**src/hw/rtl/tlex_pkg.sv**
```systemverilog
// Shared types, constants and word tables of the tiny language lexer.
package tlex_pkg;

  localparam int unsigned RESERVED_COUNT = 8;
  localparam int unsigned PREFIX_CHARS   = 6;
  localparam int unsigned PREFIX_W       = 8 * PREFIX_CHARS;
  localparam int unsigned LENGTH_W       = 8;
  localparam int unsigned VALUE_W        = 32;
  localparam int unsigned Q_DEPTH        = 4;
  localparam int unsigned Q_PTR_W        = 2;
  localparam int unsigned Q_LVL_W        = 3;

  localparam logic [7:0] CH_LO_A  = 8'h61;
  localparam logic [7:0] CH_LO_Z  = 8'h7A;
  localparam logic [7:0] CH_UP_A  = 8'h41;
  localparam logic [7:0] CH_UP_Z  = 8'h5A;
  localparam logic [7:0] CH_0     = 8'h30;
  localparam logic [7:0] CH_9     = 8'h39;
  localparam logic [7:0] CH_LBRACE = 8'h7B;
  localparam logic [7:0] CH_RBRACE = 8'h7D;
  localparam logic [7:0] CH_COLON  = 8'h3A;
  localparam logic [7:0] CH_EQ     = 8'h3D;
  localparam logic [7:0] CH_PLUS   = 8'h2B;
  localparam logic [7:0] CH_MINUS  = 8'h2D;
  localparam logic [7:0] CH_STAR   = 8'h2A;
  localparam logic [7:0] CH_SLASH  = 8'h2F;
  localparam logic [7:0] CH_LT     = 8'h3C;
  localparam logic [7:0] CH_GT     = 8'h3E;
  localparam logic [7:0] CH_LPAREN = 8'h28;
  localparam logic [7:0] CH_RPAREN = 8'h29;
  localparam logic [7:0] CH_SEMI   = 8'h3B;

  typedef enum logic [3:0] {
    CLS_IDENT    = 4'd0,
    CLS_RESERVED = 4'd1,
    CLS_NUMBER   = 4'd2,
    CLS_PLUS     = 4'd3,
    CLS_MINUS    = 4'd4,
    CLS_MUL      = 4'd5,
    CLS_DIV      = 4'd6,
    CLS_EQ       = 4'd7,
    CLS_LT       = 4'd8,
    CLS_GT       = 4'd9,
    CLS_LPAREN   = 4'd10,
    CLS_RPAREN   = 4'd11,
    CLS_SEMI     = 4'd12,
    CLS_ASSIGN   = 4'd13
  } tok_class_e;

  typedef struct packed {
    tok_class_e            cls;
    logic [LENGTH_W-1:0]   length;
    logic [VALUE_W-1:0]    value;
    logic                  overflowed;
    logic                  last;
  } token_t;

  // Words produced by one accepted byte, first in stream order.
  typedef struct packed {
    logic [1:0] num;
    token_t     tok0;
    token_t     tok1;
  } emit_t;

  typedef struct packed {
    logic [Q_LVL_W-1:0] level;
    logic               room;
  } fifo_stat_t;

  // Reserved words, right aligned, first character in the highest byte.
  function automatic logic [PREFIX_W-1:0] word_code(input logic [2:0] idx);
    logic [PREFIX_W-1:0] code;
    unique case (idx)
      3'd0:    code = 48'h0000_0000_6966;     // if
      3'd1:    code = 48'h0000_7468_656E;     // then
      3'd2:    code = 48'h0000_656C_7365;     // else
      3'd3:    code = 48'h0000_0065_6E64;     // end
      3'd4:    code = 48'h7265_7065_6174;     // repeat
      3'd5:    code = 48'h0075_6E74_696C;     // until
      3'd6:    code = 48'h0000_7265_6164;     // read
      default: code = 48'h0077_7269_7465;     // write
    endcase
    return code;
  endfunction

  function automatic logic [2:0] word_len(input logic [2:0] idx);
    logic [2:0] len;
    unique case (idx)
      3'd0:    len = 3'd2;
      3'd1:    len = 3'd4;
      3'd2:    len = 3'd4;
      3'd3:    len = 3'd3;
      3'd4:    len = 3'd6;
      3'd5:    len = 3'd5;
      3'd6:    len = 3'd4;
      default: len = 3'd5;
    endcase
    return len;
  endfunction

endpackage

```
**src/hw/rtl/tlex_if.sv**
```systemverilog
// Byte input and token output channels of the lexer.
interface tlex_in_if;
  logic       valid;
  logic       ready;
  logic [7:0] ch;
  logic       flush;

  modport source (output valid, output ch, output flush, input ready);
  modport sink   (input valid, input ch, input flush, output ready);
endinterface

interface tlex_out_if;
  logic        valid;
  logic        ready;
  logic [3:0]  token_class;
  logic [7:0]  token_length;
  logic [31:0] token_value;
  logic        overflowed;
  logic        last;

  modport source (output valid, output token_class, output token_length,
                  output token_value, output overflowed, output last, input ready);
  modport sink   (input valid, input token_class, input token_length,
                  input token_value, input overflowed, input last, output ready);
endinterface

```
**src/hw/rtl/tlex_core.sv**
```systemverilog
// Scanner state and per-byte token decision.
module tlex_core #(
  parameter int unsigned MAX_TOKEN_LEN = 255,
  parameter int unsigned VALUE_BITS    = 32
) (
  input  logic           clk_i,
  input  logic           rst_ni,
  input  logic           fire_i,
  input  logic [7:0]     ch_i,
  input  logic           flush_i,
  output tlex_pkg::emit_t emit_o
);
  import tlex_pkg::*;

  localparam int unsigned LenLim = (MAX_TOKEN_LEN < 255) ? MAX_TOKEN_LEN : 255;
  localparam int unsigned CntW   = $clog2(LenLim + 1);
  localparam int unsigned ValW   = (VALUE_BITS < 32) ? VALUE_BITS : 32;
  localparam logic [CntW-1:0] LenMax    = CntW'(LenLim);
  localparam logic [CntW-1:0] PrefixLen = CntW'(PREFIX_CHARS);

  typedef enum logic [2:0] {
    MODE_IDLE    = 3'd0,
    MODE_IDENT   = 3'd1,
    MODE_NUMBER  = 3'd2,
    MODE_COMMENT = 3'd3,
    MODE_COLON   = 3'd4
  } mode_e;

  mode_e               mode_q, mode_d;
  logic [PREFIX_W-1:0] prefix_q, prefix_d;
  logic [CntW-1:0]     count_q, count_d;
  logic [ValW-1:0]     value_q, value_d;
  logic                sat_q, sat_d;

  logic       is_letter, is_digit;
  logic       rsv_hit;
  logic [2:0] rsv_idx;
  token_t     pend_tok, op_tok;
  tok_class_e op_cls;
  logic       op_ok;

  logic                do_count, do_digit, restart;
  logic [PREFIX_W-1:0] base_pre;
  logic [CntW-1:0]     base_cnt;
  logic [ValW-1:0]     base_val;
  logic                base_sat, cc_ok;
  logic [ValW+3:0]     prod;
  logic                prod_ovf;
  logic                emit_pend, emit_op, emit_asg;

  always_comb begin
    is_letter = ((ch_i >= CH_LO_A) && (ch_i <= CH_LO_Z)) ||
                ((ch_i >= CH_UP_A) && (ch_i <= CH_UP_Z));
    is_digit  = (ch_i >= CH_0) && (ch_i <= CH_9);
  end

  // Reserved word lookup on the held prefix.
  always_comb begin
    rsv_hit = 1'b0;
    rsv_idx = '0;
    for (int i = 0; i < RESERVED_COUNT; i++) begin
      if (!rsv_hit && (CntW'(word_len(3'(i))) == count_q) &&
          (word_code(3'(i)) == prefix_q)) begin
        rsv_hit = 1'b1;
        rsv_idx = 3'(i);
      end
    end
    if ((count_q > PrefixLen) || sat_q) rsv_hit = 1'b0;
  end

  always_comb begin
    pend_tok = '0;
    if (mode_q == MODE_NUMBER) begin
      pend_tok.cls        = CLS_NUMBER;
      pend_tok.length     = LENGTH_W'(count_q);
      pend_tok.value      = VALUE_W'(value_q);
      pend_tok.overflowed = sat_q;
    end else if (rsv_hit) begin
      pend_tok.cls    = CLS_RESERVED;
      pend_tok.length = LENGTH_W'(count_q);
      pend_tok.value  = VALUE_W'(rsv_idx);
    end else begin
      pend_tok.cls        = CLS_IDENT;
      pend_tok.length     = LENGTH_W'(count_q);
      pend_tok.overflowed = sat_q;
    end
  end

  always_comb begin
    op_ok  = 1'b1;
    op_cls = CLS_IDENT;
    unique case (ch_i)
      CH_PLUS:   op_cls = CLS_PLUS;
      CH_MINUS:  op_cls = CLS_MINUS;
      CH_STAR:   op_cls = CLS_MUL;
      CH_SLASH:  op_cls = CLS_DIV;
      CH_EQ:     op_cls = CLS_EQ;
      CH_LT:     op_cls = CLS_LT;
      CH_GT:     op_cls = CLS_GT;
      CH_LPAREN: op_cls = CLS_LPAREN;
      CH_RPAREN: op_cls = CLS_RPAREN;
      CH_SEMI:   op_cls = CLS_SEMI;
      default:   op_ok  = 1'b0;
    endcase
  end

  // Decide path, then run the shared count and digit update on the base state.
  always_comb begin
    mode_d    = mode_q;
    do_count  = 1'b0;
    do_digit  = 1'b0;
    restart   = 1'b0;
    emit_pend = 1'b0;
    emit_op   = 1'b0;
    emit_asg  = 1'b0;
    priority if (flush_i) begin
      emit_pend = (mode_q == MODE_IDENT) || (mode_q == MODE_NUMBER);
      restart   = 1'b1;
      mode_d    = MODE_IDLE;
    end else if (mode_q == MODE_COMMENT) begin
      if (ch_i == CH_RBRACE) mode_d = MODE_IDLE;
    end else if ((mode_q == MODE_COLON) && (ch_i == CH_EQ)) begin
      emit_asg = 1'b1;
      mode_d   = MODE_IDLE;
    end else if ((mode_q == MODE_IDENT) && (is_letter || is_digit)) begin
      do_count = 1'b1;
    end else if ((mode_q == MODE_NUMBER) && is_digit) begin
      do_count = 1'b1;
      do_digit = 1'b1;
    end else begin
      emit_pend = (mode_q == MODE_IDENT) || (mode_q == MODE_NUMBER);
      restart   = 1'b1;
      mode_d    = MODE_IDLE;
      if (is_letter) begin
        mode_d   = MODE_IDENT;
        do_count = 1'b1;
      end else if (is_digit) begin
        mode_d   = MODE_NUMBER;
        do_count = 1'b1;
        do_digit = 1'b1;
      end else if (ch_i == CH_LBRACE) begin
        mode_d = MODE_COMMENT;
      end else if (ch_i == CH_COLON) begin
        mode_d = MODE_COLON;
      end else begin
        emit_op = op_ok;
      end
    end

    base_pre = restart ? '0 : prefix_q;
    base_cnt = restart ? '0 : count_q;
    base_val = restart ? '0 : value_q;
    base_sat = restart ? 1'b0 : sat_q;

    cc_ok    = base_cnt < LenMax;
    prod     = ((ValW+4)'(base_val) << 3) + ((ValW+4)'(base_val) << 1) +
               (ValW+4)'(ch_i[3:0]);
    prod_ovf = |prod[ValW+3:ValW];

    prefix_d = base_pre;
    count_d  = base_cnt;
    value_d  = base_val;
    sat_d    = base_sat;
    if (do_count) begin
      if (cc_ok) begin
        count_d = base_cnt + 1'b1;
        if (base_cnt < PrefixLen) prefix_d = {base_pre[PREFIX_W-9:0], ch_i};
      end else begin
        sat_d = 1'b1;
      end
    end
    if (do_digit) begin
      if (prod_ovf) begin
        value_d = '1;
        sat_d   = 1'b1;
      end else begin
        value_d = prod[ValW-1:0];
      end
    end
  end

  always_comb begin
    op_tok        = '0;
    op_tok.cls    = emit_asg ? CLS_ASSIGN : op_cls;
    op_tok.length = emit_asg ? LENGTH_W'(2) : LENGTH_W'(1);
    emit_o        = '0;
    if (fire_i) begin
      if (emit_pend && emit_op) begin
        emit_o.num       = 2'd2;
        emit_o.tok0      = pend_tok;
        emit_o.tok1      = op_tok;
        emit_o.tok1.last = 1'b1;
      end else if (emit_pend) begin
        emit_o.num       = 2'd1;
        emit_o.tok0      = pend_tok;
        emit_o.tok0.last = 1'b1;
      end else if (emit_op || emit_asg) begin
        emit_o.num       = 2'd1;
        emit_o.tok0      = op_tok;
        emit_o.tok0.last = 1'b1;
      end
    end
  end

  always_ff @(posedge clk_i or negedge rst_ni) begin
    if (!rst_ni) begin
      mode_q   <= MODE_IDLE;
      prefix_q <= '0;
      count_q  <= '0;
      value_q  <= '0;
      sat_q    <= 1'b0;
    end else if (fire_i) begin
      mode_q   <= mode_d;
      prefix_q <= prefix_d;
      count_q  <= count_d;
      value_q  <= value_d;
      sat_q    <= sat_d;
    end
  end

endmodule

```
**src/hw/rtl/tlex_fifo.sv**
```systemverilog
// Four-word token queue: takes up to two words per cycle, gives one.
module tlex_fifo (
  input  logic                 clk_i,
  input  logic                 rst_ni,
  input  tlex_pkg::emit_t      push_i,
  input  logic                 pop_i,
  output tlex_pkg::token_t     head_o,
  output tlex_pkg::fifo_stat_t stat_o
);
  import tlex_pkg::*;

  token_t             slot_q [Q_DEPTH];
  logic [Q_PTR_W-1:0] wr_q, rd_q;
  logic [Q_LVL_W-1:0] level_q;

  always_ff @(posedge clk_i) begin
    if (push_i.num != 2'd0) slot_q[wr_q] <= push_i.tok0;
    if (push_i.num == 2'd2) slot_q[wr_q + 1'b1] <= push_i.tok1;
  end

  always_ff @(posedge clk_i or negedge rst_ni) begin
    if (!rst_ni) begin
      wr_q    <= '0;
      rd_q    <= '0;
      level_q <= '0;
    end else begin
      wr_q    <= wr_q + Q_PTR_W'(push_i.num);
      rd_q    <= rd_q + Q_PTR_W'(pop_i);
      level_q <= level_q + Q_LVL_W'(push_i.num) - Q_LVL_W'(pop_i);
    end
  end

  assign head_o       = slot_q[rd_q];
  assign stat_o.level = level_q;
  // Keep space for the worst case of two words from the next byte.
  assign stat_o.room  = level_q <= Q_LVL_W'(Q_DEPTH - 2);

endmodule

```
**src/hw/rtl/tiny_language_lexer.sv**
```systemverilog
// Top level of the tiny language lexer.
//
// Takes one source byte (or a flush) per word on in_i and emits identifier,
// reserved word, number, operator and assign tokens on out_o; comments in
// braces are skipped. A byte is accepted every cycle while the four-word
// token queue holds at most two words, so that the two tokens one byte can
// close (a pending token and an operator) always fit. A token enters the
// queue when the byte that completes it is accepted and is on out_o the
// cycle after that if the queue was empty; tokens leave in order, one per
// cycle while out_o is ready, so the sustained rate is one byte per cycle as
// long as the consumer keeps up with the token stream. Number values
// saturate at 2^min(VALUE_BITS,32)-1, lengths at min(MAX_TOKEN_LEN,255).
module tiny_language_lexer #(
  parameter int unsigned MAX_TOKEN_LEN = 255,
  parameter int unsigned VALUE_BITS    = 32
) (
  input logic         clk_i,
  input logic         rst_ni,
  tlex_in_if.sink     in_i,
  tlex_out_if.source  out_o
);
  import tlex_pkg::*;

  logic       in_fire, out_fire;
  emit_t      emit;
  token_t     head;
  fifo_stat_t stat;

  assign in_i.ready = stat.room;
  assign in_fire    = in_i.valid && stat.room;
  assign out_fire   = out_o.valid && out_o.ready;

  tlex_core #(
    .MAX_TOKEN_LEN(MAX_TOKEN_LEN),
    .VALUE_BITS   (VALUE_BITS)
  ) u_core (
    .clk_i  (clk_i),
    .rst_ni (rst_ni),
    .fire_i (in_fire),
    .ch_i   (in_i.ch),
    .flush_i(in_i.flush),
    .emit_o (emit)
  );

  tlex_fifo u_fifo (
    .clk_i (clk_i),
    .rst_ni(rst_ni),
    .push_i(emit),
    .pop_i (out_fire),
    .head_o(head),
    .stat_o(stat)
  );

  assign out_o.valid        = stat.level != '0;
  assign out_o.token_class  = head.cls;
  assign out_o.token_length = head.length;
  assign out_o.token_value  = head.value;
  assign out_o.overflowed   = head.overflowed;
  assign out_o.last         = head.last;

  a_emit_only_on_accept: assert property (@(posedge clk_i) disable iff (!rst_ni)
    emit.num != 2'd0 |-> in_fire)
    else $error("tokens produced without an accepted byte");

  a_level_bound: assert property (@(posedge clk_i) disable iff (!rst_ni)
    stat.level <= Q_LVL_W'(Q_DEPTH))
    else $error("token queue overfilled");

  a_emit_visible: assert property (@(posedge clk_i) disable iff (!rst_ni)
    emit.num != 2'd0 |=> out_o.valid)
    else $error("emitted token not presented");

  a_stall_means_backlog: assert property (@(posedge clk_i) disable iff (!rst_ni)
    !in_i.ready |-> out_o.valid)
    else $error("input stalled with empty queue");

endmodule

```
**src/flat_wrapper.sv**
```systemverilog
// flat-port wrapper written by rule: the top's interface ports become plain ports
module tiny_language_lexer_flat import tlex_pkg::*;
#(
  parameter int unsigned MAX_TOKEN_LEN = 255,
  parameter int unsigned VALUE_BITS    = 32
)
  (clk_i, rst_ni, in_i_valid, in_i_ch, in_i_flush, in_i_ready, out_o_valid, out_o_token_class, out_o_token_length, out_o_token_value, out_o_overflowed, out_o_last, out_o_ready);
  tlex_in_if in_i_i ();
  tlex_out_if out_o_i ();
  input logic clk_i;
  input logic rst_ni;
  input wire logic [$bits(in_i_i.valid)-1:0] in_i_valid;
  input wire logic [$bits(in_i_i.ch)-1:0] in_i_ch;
  input wire logic [$bits(in_i_i.flush)-1:0] in_i_flush;
  output wire logic [$bits(in_i_i.ready)-1:0] in_i_ready;
  output wire logic [$bits(out_o_i.valid)-1:0] out_o_valid;
  output wire logic [$bits(out_o_i.token_class)-1:0] out_o_token_class;
  output wire logic [$bits(out_o_i.token_length)-1:0] out_o_token_length;
  output wire logic [$bits(out_o_i.token_value)-1:0] out_o_token_value;
  output wire logic [$bits(out_o_i.overflowed)-1:0] out_o_overflowed;
  output wire logic [$bits(out_o_i.last)-1:0] out_o_last;
  input wire logic [$bits(out_o_i.ready)-1:0] out_o_ready;
  assign in_i_i.valid = in_i_valid;
  assign in_i_i.ch = in_i_ch;
  assign in_i_i.flush = in_i_flush;
  assign in_i_ready = in_i_i.ready;
  assign out_o_valid = out_o_i.valid;
  assign out_o_token_class = out_o_i.token_class;
  assign out_o_token_length = out_o_i.token_length;
  assign out_o_token_value = out_o_i.token_value;
  assign out_o_overflowed = out_o_i.overflowed;
  assign out_o_last = out_o_i.last;
  assign out_o_i.ready = out_o_ready;
  tiny_language_lexer #(.MAX_TOKEN_LEN(MAX_TOKEN_LEN), .VALUE_BITS(VALUE_BITS)) u_core (.clk_i(clk_i), .rst_ni(rst_ni), .in_i(in_i_i), .out_o(out_o_i));
endmodule
```
**config.mk**
```make
export PLATFORM = sky130hd
export DESIGN_NAME = tiny_language_lexer_flat
export DESIGN_NICKNAME = d
export VERILOG_FILES = /design/src/hw/rtl/tlex_pkg.sv /design/src/hw/rtl/tlex_if.sv /design/src/hw/rtl/tlex_core.sv /design/src/hw/rtl/tlex_fifo.sv /design/src/hw/rtl/tiny_language_lexer.sv /design/src/flat_wrapper.sv
export SDC_FILE = /design/constraint.sdc
export NUM_CORES = 1
export LEC_CHECK = 0
export ABC_AREA = 1
export ABC_CLOCK_PERIOD_IN_PS = 4800
export BUFFER_PORTS_ARGS = -buffer_cell sky130_fd_sc_hd__buf_4
export CELL_PAD_IN_SITES_DETAIL_PLACEMENT = 0
export CELL_PAD_IN_SITES_GLOBAL_PLACEMENT = 1
export CORE_MARGIN = 1.5
export CORE_UTILIZATION = 46
export CTS_CLUSTER_DIAMETER = 150
export DETAILED_ROUTE_END_ITERATION = 6
export PLACE_DENSITY_LB_ADDON = 0.3
export SLEW_MARGIN = 20
export SYNTH_ARGS = -nofsm -noshare
export SYNTH_HDL_FRONTEND = slang
export SYNTH_SLANG_ARGS = --single-unit
```
**constraint.sdc**
```tcl
create_clock -name clk_i -period 4.8 [get_ports clk_i]
set_input_delay 0.96 -clock clk_i [delete_from_list [all_inputs] [get_ports clk_i]]
set_output_delay 0.96 -clock clk_i [all_outputs]
set_load 0.01 [all_outputs]
```
==> metrics.yaml <==
grt:
  grt.overflow.total: 0
  grt_pass1_wl_mm: 84.46
  grt_max_degree: 94
  grt_use_total: 0.2754
  first_global_vias: 15700
  antenna_found_initial: 0
yosys:
  synthesis.area_mm2: 0.01702
  dominantRegCellSynth: "dfxtp_1"
  synth_cell_types: 43
  seq_area_frac_synth: 0.3785
  syn_area_per_cell_um2: 6.778
  synth_edf_count: 28
  netlist_instances: 2511
  yosys_warnings: 0
  syn-num-nets: 2596
  synthArstFlopShare: 0.3498
  ys_ff_latch: 283
sta:
  drv_slew: 0
  max_freq_mhz: 229.5
  worst_hold_slack_ps: 449.4
  rsz0062_at_grt: "no"
  finalHoldViolations: 0
  setup_viol: 0
  worst_slew_pin_slew_ps: 1027
  period_share: 0.9076
  worst_slack_ps: 443.6
  fin_crit_ps: 4356
  max_slew_margin: 0.3136
  finClkSkew_ps: 19.33
min_path:
  hold_path.class: "flip-flop to flip-flop"
  hold-path-endpoint: "u_core.u_fifo.slot_q[2][3]"
  worstHoldStart: "u_core.u_fifo.slot_q[2][3]"
  holdPathStages: 2
clock_tree:
  cts_tree: "built"
  holdBufCountCts: 0
  cts_resized: 0
  clk-insertion-delay-late_ps: 540
  cts_buffers: 34
  cts_setup_buffers: 0
  clkTransAtPathRegs_ps: 60
  clockRootBuffer: "clkbuf_16"
  cts_buffer_depth: 3
  htreeDepth: 2
  cts_sinks: 283
critical_path:
  cp-end-kind: "flip-flop"
  timing.critical_path.from_type: "input port"
  path_max_fanout: 36
  cp.arrival_ps: 4770
  worstPathRequired_ps: 5210
  r2r_start: "u_core.u_core.mode_q[0]"
  critPathKind: "input port to flip-flop"
  r2r_cells: 22
  timing.rr.end: "u_core.u_core.value_q[2]"
  r2r_slack_ps: 710
routing:
  wirelength_met1_mm: 24.38
  dr_wl_met3_mm: 2.980
  firstDrtPassIters: 5
  drc: 0
  wl_met2_mm: 24.35
  drt-total-wl_mm: 52.82
  wl_per_cell_um: 17.41
  ant_nets: 0
  drt_iter0_markers: 1428
  vias: 16780
  topRoutingLayerUsed: "met4"
  vias_per_cell: 5.530
cells_and_area:
  synthToLayoutAreaGrowth_pct: 11.89
  nNetsFinal: 2624
  final_cell_count_no_fill: 3034
  final_area_mm2: 0.01904
  drive_above_1_share: 0.08538
die:
  die_area_mm2: 0.03816
  initial_utilization: 0.4660
  io_pins: 61
  die_w_um: 195.3
  die_y_um: 195.3
  core_area_mm2: 0.03652
  rows: 70
power:
  irDropWorstVdd_uv: 295.2
  power_density_mw_per_mm2: 420.9
  p_leak_nw: 8.367
  fin_total_pwr_mw: 8.014
placed_design:
  port_buffers: 60
  place.detailed.hpwl_mm: 36.44
  place_ws_ps: -8.041
  place_area_mm2: 0.01796
  gp_congestion: 0.9518
  dp_cells: 2971
status:
  status: "completed"
flow_run:
  cap_violations: 0
## cell type report
| class | instances | area (µm²) |
|---|---|---|
| antenna | 1 | 2.502 |
| clock buffer | 53 | 962.2 |
| clock inverter | 9 | 115.1 |
| fill | 3695 | 17480 |
| inverter | 217 | 817.0 |
| multi-input combinational | 1887 | 9196 |
| sequential | 283 | 6442 |
| tap | 468 | 585.6 |
| timing repair buffer | 116 | 920.9 |
## routing by layer
metal / GRT usage / up-vias
met2: 0.4521 / 461
met1: 0.3813 / 7923
li1: - / 8321
met5: 0 / -
met3: 0.03782 / 72
met4: 0.07149 / 0
## metrics by stage
step,setup TNS [ps],util
2_1_floorplan,0,-
3_3_place_gp,0,0.4918
3_5_place_dp,-13.74,0.4918
4_1_cts,0,0.5213
5_1_grt,0,0.5213
6_report,0,0.5214
## cell usage after synthesis, drive strengths merged, types with 19 or more instances
cell | count | area, µm²
buf | 49 | 287.8
inv | 214 | 803.3
clkbuf | 75 | 281.5
nor2 | 350 | 1356
nand2 | 629 | 2419
ha | 69 | 863.3
dfrtp | 99 | 2477
xor2 | 19 | 166.4
edfxtp | 28 | 840.8
o22ai | 51 | 319.1
a21oi | 67 | 335.3
nand3 | 178 | 908.4
nor3 | 35 | 185.2
nand4 | 21 | 131.4
dfxtp | 156 | 3123
o21ai | 412 | 2062
## worst max-delay path, stage by stage
cell,delay (ps)
buf_4,120
nand2_1,90
inv_2,70
nand2_1,90
nor2_2,130
nand2_1,80
nand2_1,110
inv_2,40
nand3_2,80
nand2_4,80
buf_12,170
nor2_1,240
ha_1,290
ha_1,360
nand2_1,110
nor2_1,180
inv_1,70
nor2_1,220
inv_1,90
nor3_1,230
a21oi_1,150
nor2_1,120
nand2_1,80
nand2_2,80
nand2_2,220
o21ai_1,210
nand2_1,70
## worst max path at each step
stage	end	startpoint	cells after the start	slack, ps
after floorplan	u_core.u_core.value_q[13]	in_i_ch[7]	30	20
after global placement	u_core.u_core.value_q[2]	in_i_ch[7]	26	2
after detailed placement	u_core.u_core.value_q[20]	in_i_ch[2]	27	-8
after CTS	u_core.u_core.value_q[20]	in_i_ch[2]	27	540
after global routing	u_core.u_core.value_q[2]	in_i_ch[7]	26	80
final	u_core.u_core.value_q[2]	in_i_ch[2]	27	440
## state kept, by name, summed over array words and instances (netlist names)
| name | flops |
|---|---|
| u_core.u_core.count_q | 8 |
| u_core.u_core.mode_q | 3 |
| u_core.u_core.prefix_q | 48 |
| u_core.u_core.sat_q | 1 |
| u_core.u_core.value_q | 32 |
| u_core.u_fifo.level_q | 3 |
| u_core.u_fifo.rd_q | 2 |
| u_core.u_fifo.slot_q | 184 |
| u_core.u_fifo.wr_q | 2 |
## placed cells by master (no fill, tap or decap), types with 4 or more instances in the layout
master,count
buf_12,4
nand2_2,9
o21ai_1,64
a21o_1,6
xor2_1,19
o211ai_1,4
nor2_2,8
clkbuf_8,4
buf_4,112
nor3_1,33
edfxtp_1,28
inv_1,200
a21oi_1,67
dfxtp_1,156
or2_2,13
nor2_1,339
o21ai_0,348
clkbuf_16,34
clkinv_1,4
o21bai_1,5
nand4_1,21
nand3_1,176
xnor2_1,7
o22ai_1,51
inv_2,14
a21boi_0,4
dfrtp_1,98
clkbuf_1,15
nand2_4,5
ha_1,69
nand2_1,615
## kinds of logic (layout without fill, tap and decap cells)
kind of cell	Yosys count	in the layout	share of synthesized area
flops	283	283	0.3785
xor+xnor	26	26	0.01338
simple gates	1230	1230	0.3003
other cells	0	1	0
fa+ha+maj	72	72	0.05426
buf+inv	341	395	0.08131
compound gates	559	559	0.1723
## where the power goes
part	internal [mW]	total (mW)	switching, mW
Combinational	0.921	2.70	1.78
Sequential	2.63	2.82	0.186
Clock	1.45	2.50	1.05
Total	5.00	8.01	3.01
Note: power is estimated with default switching activity, not from simulation.
